File: src/rtl/mlfq_pkg.sv
// Shared codes and types for the three-level feedback queue scheduler.
package mlfq_pkg;

   // Request function codes.
   localparam logic FUNC_ADMIT    = 1'b0;
   localparam logic FUNC_DISPATCH = 1'b1;

   // Response status codes.
   localparam logic [2:0] STATUS_ADMITTED = 3'd0;
   localparam logic [2:0] STATUS_REJECTED = 3'd1;
   localparam logic [2:0] STATUS_REQUEUED = 3'd2;
   localparam logic [2:0] STATUS_FINISHED = 3'd3;
   localparam logic [2:0] STATUS_IDLE     = 3'd4;

   // Queue levels.
   localparam logic [1:0] LEVEL_HIGH = 2'd0;
   localparam logic [1:0] LEVEL_MID  = 2'd1;
   localparam logic [1:0] LEVEL_LOW  = 2'd2;
   localparam int         LEVELS     = 3;

   // Register indexes of the configuration port.
   localparam logic [1:0] CSR_QUANTUM_HIGH = 2'd0;
   localparam logic [1:0] CSR_QUANTUM_MID  = 2'd1;
   localparam logic [1:0] CSR_QUANTUM_LOW  = 2'd2;

   // Quantum reset values.
   localparam logic [15:0] QUANTUM_HIGH_RESET = 16'd2;
   localparam logic [15:0] QUANTUM_MID_RESET  = 16'd4;
   localparam logic [15:0] QUANTUM_LOW_RESET  = 16'd8;

   // Pointer update command issued by the control logic once per item.
   typedef struct packed {
      logic       pop;
      logic [1:0] pop_level;
      logic       push;
      logic [1:0] push_level;
   } ptr_cmd_type;

endpackage

File: src/rtl/mlfq_queue_ptrs.sv
// Head pointers and fill counts of the three circular queues.
module mlfq_queue_ptrs #(
   parameter int QUEUE_DEPTH = 64
) (
   input  logic                           clock,
   input  logic                           reset,
   input  mlfq_pkg::ptr_cmd_type          cmd,
   input  logic [1:0]                     rd_level,
   output logic [$clog2(QUEUE_DEPTH)-1:0] head_idx,
   output logic [$clog2(QUEUE_DEPTH)-1:0] tail_idx,
   output logic [2:0]                     nonempty
);

   localparam int IW = $clog2(QUEUE_DEPTH);
   localparam int CW = $clog2(QUEUE_DEPTH + 1);
   localparam int SW = IW + 2;

   logic [IW-1:0] head_ff [mlfq_pkg::LEVELS];
   logic [IW-1:0] head_in [mlfq_pkg::LEVELS];
   logic [CW-1:0] fill_ff [mlfq_pkg::LEVELS];
   logic [CW-1:0] fill_in [mlfq_pkg::LEVELS];

   logic [IW-1:0] push_head;
   logic [CW-1:0] push_fill;
   logic [SW-1:0] tail_sum;

   always_comb begin
      unique case (rd_level)
         mlfq_pkg::LEVEL_HIGH: head_idx = head_ff[0];
         mlfq_pkg::LEVEL_MID:  head_idx = head_ff[1];
         default:              head_idx = head_ff[2];
      endcase
      unique case (cmd.push_level)
         mlfq_pkg::LEVEL_HIGH: begin
            push_head = head_ff[0];
            push_fill = fill_ff[0];
         end
         mlfq_pkg::LEVEL_MID: begin
            push_head = head_ff[1];
            push_fill = fill_ff[1];
         end
         default: begin
            push_head = head_ff[2];
            push_fill = fill_ff[2];
         end
      endcase
   end

   // The tail is taken from the values before this item's pop; when the pop and
   // the push hit the same level, head+1 plus fill-1 lands on the same slot.
   always_comb begin
      tail_sum = SW'(push_head) + SW'(push_fill);
      if (tail_sum >= SW'(QUEUE_DEPTH)) begin
         tail_sum = tail_sum - SW'(QUEUE_DEPTH);
      end
      tail_idx = tail_sum[IW-1:0];
   end

   always_comb begin
      logic inc;
      logic dec;
      for (int i = 0; i < mlfq_pkg::LEVELS; i++) begin
         inc        = cmd.push && (cmd.push_level == 2'(i));
         dec        = cmd.pop && (cmd.pop_level == 2'(i));
         head_in[i] = head_ff[i];
         fill_in[i] = fill_ff[i];
         if (dec) begin
            head_in[i] = (head_ff[i] == IW'(QUEUE_DEPTH - 1)) ? '0 : head_ff[i] + 1'b1;
         end
         if (inc && !dec) begin
            fill_in[i] = fill_ff[i] + 1'b1;
         end else if (dec && !inc) begin
            fill_in[i] = fill_ff[i] - 1'b1;
         end
         nonempty[i] = (fill_ff[i] != '0);
      end
   end

   always_ff @(posedge clock) begin
      if (reset) begin
         for (int i = 0; i < mlfq_pkg::LEVELS; i++) begin
            head_ff[i] <= '0;
            fill_ff[i] <= '0;
         end
      end else begin
         for (int i = 0; i < mlfq_pkg::LEVELS; i++) begin
            head_ff[i] <= head_in[i];
            fill_ff[i] <= fill_in[i];
         end
      end
   end

endmodule

File: config.mk
export PLATFORM = sky130hd
export DESIGN_NAME = mlfq_queue_ptrs
export DESIGN_NICKNAME = d
export VERILOG_FILES = /design/src/rtl/mlfq_pkg.sv /design/src/rtl/mlfq_queue_ptrs.sv
export SDC_FILE = /design/constraint.sdc
export NUM_CORES = 1
export LEC_CHECK = 0
export BUFFER_PORTS_ARGS = -buffer_cell sky130_fd_sc_hd__buf_4
export CAP_MARGIN = 20
export CORE_UTILIZATION = 60
export CTS_CLUSTER_SIZE = 14
export DETAILED_ROUTE_END_ITERATION = 16
export PLACE_DENSITY = 0.88
export SETUP_SLACK_MARGIN = 0.5
export SLEW_MARGIN = 20
export SYNTH_ARGS = -nofsm -noshare
export SYNTH_HDL_FRONTEND = slang
export SYNTH_SLANG_ARGS = --single-unit
File: constraint.sdc
create_clock -name clock -period 3.5 [get_ports clock]
set_input_delay 0 -clock clock [delete_from_list [all_inputs] [get_ports clock]]
set_output_delay 0 -clock clock [all_outputs]
set_load 0.02 [all_outputs]
-- Word level (Yosys, flattened, before mapping)
Memories as Yosys holds them, arrays and structs flattened.
Cells that the tools add are included.
- muxes and demuxes: 25
- $mul: 0
- divide/modulo/power cells: 0
- $add $sub $neg: 11
- equality and inequality tests: 8
- bitwise gates (word level): 6
- reductions and logical operators: 24
- $lt $le $gt $ge: 1
- shift-type cells: 0
- operators with widths (operator ; number):
    $mux W7 ; 9
    $mux W6 ; 10
    $pmux W6 S2 ; 2
    $add A7 B1 Y7 const B ; 3
    $reduce_bool A7 Y1 ; 3
    $sub A7 B1 Y7 const B ; 3
    $add A6 B1 Y6 const B ; 3
    $eq A6 B6 Y1 const B ; 3
    $pmux W7 S2 ; 1
    $logic_and A1 B1 Y1 ; 12
    $add A6 B7 Y8 ; 1
    $ge A8 B7 Y1 const B ; 1
    $eq A2 B1 Y1 const B ; 3
    $logic_not A1 Y1 ; 6
    $logic_not A2 Y1 ; 3
    $or A1 B1 Y1 ; 6
    $sub A6 B1 Y6 const B ; 1
    $eq A2 B2 Y1 const B ; 2
    $mux W1 ; 3
- memories: 2
- memory bits (writable): 39
- input bits: 10
- output and inout port bits: 15
- register bits: 0
- latch bits: 0
- memory bits (read-only): 0
- memories (name ; words ; bits a word ; read ports ; clocked after memory_dff ; wr ports ; RTL line ; RTL):
    fill_ff ; 3 ; 7 ; 3 ; 0 ; 3 ; mlfq_queue_ptrs.sv:20 ; logic [CW-1:0] fill_ff [mlfq_pkg::LEVELS];
    head_ff ; 3 ; 6 ; 3 ; 0 ; 3 ; mlfq_queue_ptrs.sv:18 ; logic [IW-1:0] head_ff [mlfq_pkg::LEVELS];

-- Depth between registers and ports, before layout
- depth after elaboration: 7
- gate-level depth with buffers: 10
- mapped depth without buffers: 9

-- Least setup slack after synthesis
OpenSTA, ideal clock, no wires.
- path type: input port to flip-flop
- start point: input port cmd[0] in the netlist's numbering
- end point: memory fill_ff[0][13] in the netlist's numbering
- library setup time: 0.121 ns
- path buffers: 2
- arrival time: 2.177 ns
- slack: 1.203 ns
- cell stages on the path: 10
- cells stage by stage: buf_2 > buf_2 > and3b_1 > ha_1 > inv_1 > ha_1 > a211oi_1 > or3_1 > o211ai_1 > mux2_2
- RTL lines (item ; RTL line ; RTL):
    start: declaration ; mlfq_queue_ptrs.sv:7 ; input mlfq_pkg::ptr_cmd_type cmd,
    end: declaration ; mlfq_queue_ptrs.sv:20 ;

==> run metrics <==
CTS sink count=39; drt initial violations=139; Synth cell types=47; maxcap violations=0; Post-CTS Setup Repair Bufs=0; WP buf/inv=1; commonest non-fill, non-tap cells in the layout=dfxtp_1 (39), nand2_1 (37), nor2_1 (30); Setup Crit Path Kind=flop to output port; PortBufs=24; Mapped Nets=408; Initial Util=0.633; first-pass GRT wire length=11000 um; CTS root buf=clkbuf_8; max incr delay on CP=0.46 ns; 1st-pass router iterations=4; VDD IR max=322 uV; row cnt=25; largest net degree at the start of global routing=55; RSZ-0062 raised after global routing=no; routability cong.=0.827; Synth Register Bits=39; Post-synth EDFFs=0; WL per Instance=14.8 um; Least-Margin Pin Slew=0.573 ns; Die Y=73.1 um; CTS hold repair buffers=0; synthesized area per cell=8.24 um2; CTS tree=done; routed vias/inst=5.97; grt total ovfl=0; worst-skew pair later-pin latency=0.29 ns; initial antenna violation count=0; gr usage total=0.266; type of destination of the critical path=output port; worst slack, placed=0.935 ns; PD cells=418 nW/um2; setup tns final=0 ns; outcome=complete, no violations; cell accounting for the most synthesized area=dfxtp_1; post-detail-place hpwl=4910 um; post-placement cell area=3220 um2; Mapped Area=3030 um2; routed vias=2673; post-CTS resize count=0; Clock Pin Slew Worst Setup and Hold Paths=0.08 ns; minimum clock period=2.37 ns; register area share after synthesis=0.258; DIE AREA=5340 um2; Final Net Count=420; startpoint types=flop; # fillers=397; number of antenna-violating nets in the routed design=0; LEAKAGE=1.42 nW; endpoints failing hold=0; critical path's slowest cell=dfxtp_1; Async S/R FF share, synth=0; Synth Flop Type=dfxtp_1; cell family with most CP delay=compound AO/OA/AOI/OAI gates; critical path arrival=2.37 ns; critical-path cell list=mux2i_1 > o21ai_0 > ha_1 > a211oi_1 > o21bai_1 > a21oi_1 > xnor2_1 > buf_4; Core ar.=4790 um2; final setup violation count=0; Final Max Tran Viols=0; # H-tree levels=2; Synth top area share=0.258; Max Freq=421 MHz; Area Growth Syn to Fin=9.95%; Layout Cell Area excl Fill=3330 um2; Die Wd=73.1 um; crit-path max FO=5; Post-Synthesis Cells=368; top post-synthesis cells by area=dfxtp_1 (26%), ha_1 (11%), mux2i_1 (8.9%); HP Class=input pin to flop; DRC viols=0; CTS Buffer Depth=2; CTS buffer count=5; fraction of layout cells with a size suffix above 1=0.115; YS warnings=0; Worst slew margin=0.617; post-layout util=0.696; Final Skew=0.00228 ns; ANT cells=0; leading cell type in the layout, fill and taps excluded=dfxtp_1; crit share post-route=0.678; routed wire length=6650 um; worst endpoint required time=3.50 ns; final setup margin=1.13 ns; num ports=25; vias in the first global route=2413
==> cell families (layout without fill, tap and decap cells) <==
family	count (synthesis)	in the layout	share of synthesized area
flip-flops	39	39	0.258
AO/OA/AOI/OAI	87	87	0.176
buffers and inverters	27	40	0.0363
AND/OR/NAND/NOR	132	132	0.229
XOR/XNOR	23	23	0.0664
multiplexers	30	30	0.100
adder cells (fa/ha/maj)	30	30	0.134
==> metrics by stage <==
step           hold WS, ns  total power [mW]  instances
3_3_place_gp         0.380             0.982        440
4_1_cts              0.112              1.40        448
5_1_grt              0.142              1.48        448
6_report             0.123              1.39        448
2_1_floorplan        0.222             0.880        368
3_5_place_dp         0.387              1.00        440
==> path summary, 6_finish.rpt <==
kind | start | end | slack (ns) | cells past startpoint
min | cmd[3] | head_ff[0][0] | 0.12 | 4
min reg2reg | head_ff[0][17] | head_ff[0][17] | 0.53 | 2
max | head_ff[0][7] | tail_idx[5] | 1.13 | 8
max reg2reg | fill_ff[0][14] | fill_ff[0][20] | 1.53 | 5
==> final cells by class <==
| cell class | instances | area, um2 | area share |
|---|---|---|---|
| clock buffers | 6 | 82.6 | 0.0248 |
| clock inverters | 2 | 35.0 | 0.0105 |
| inverters | 8 | 30.0 | 0.00901 |
| multi-input cells | 302 | 2140 | 0.642 |
| flip-flops and latches | 39 | 781 | 0.234 |
| well taps | 67 | 83.8 | 0.0252 |
| repair buffers | 24 | 180 | 0.0541 |
==> worst reg2reg max path, delay by kind of cell (launching register included) <==
kind | cells | cell delay [ns]
AOI/OAI and AO/OA | 3 | 0.63
adders and majority gates | 1 | 0.50
DFF | 1 | 0.37
muxes | 1 | 0.36
==> power by group <==
| part | switching (mW) | internal [mW] |
|---|---|---|
| Sequential | 0.0488 | 0.481 |
| Combinational | 0.256 | 0.212 |
| Clock | 0.164 | 0.231 |
==> registers in the layout, summed over array words and instances, names as in the netlist <==
register / cells
head_ff: 18
fill_ff: 21
==> Yosys cell counts, drive strengths merged, types with 4 or more instances <==
cell type,instances
dfxtp,39
nand2,37
nor2,30
o21ai,30
mux2i,27
ha,26
a21oi,21
xor2,13
a21o,11
a211oi,10
clkbuf,10
xnor2,10
buf,9
nor3,9
nor4,9
inv,8
nand3b,7
nand3,6
nor2b,6
o31ai,6
fa,4
nand4,4
o211ai,4
or3,4
==> metal layers <==
layer / GRT usage / vias up / wire length, um
li1: - / 1355 / -
met1: 0.350 / 1252 / 2970
met2: 0.439 / 57 / 3240
met3: 0.0525 / 9 / 332
met4: 0.0784 / 0 / 99
met5: 0 / - / 0
Note: power is estimated with default switching activity, not from simulation.
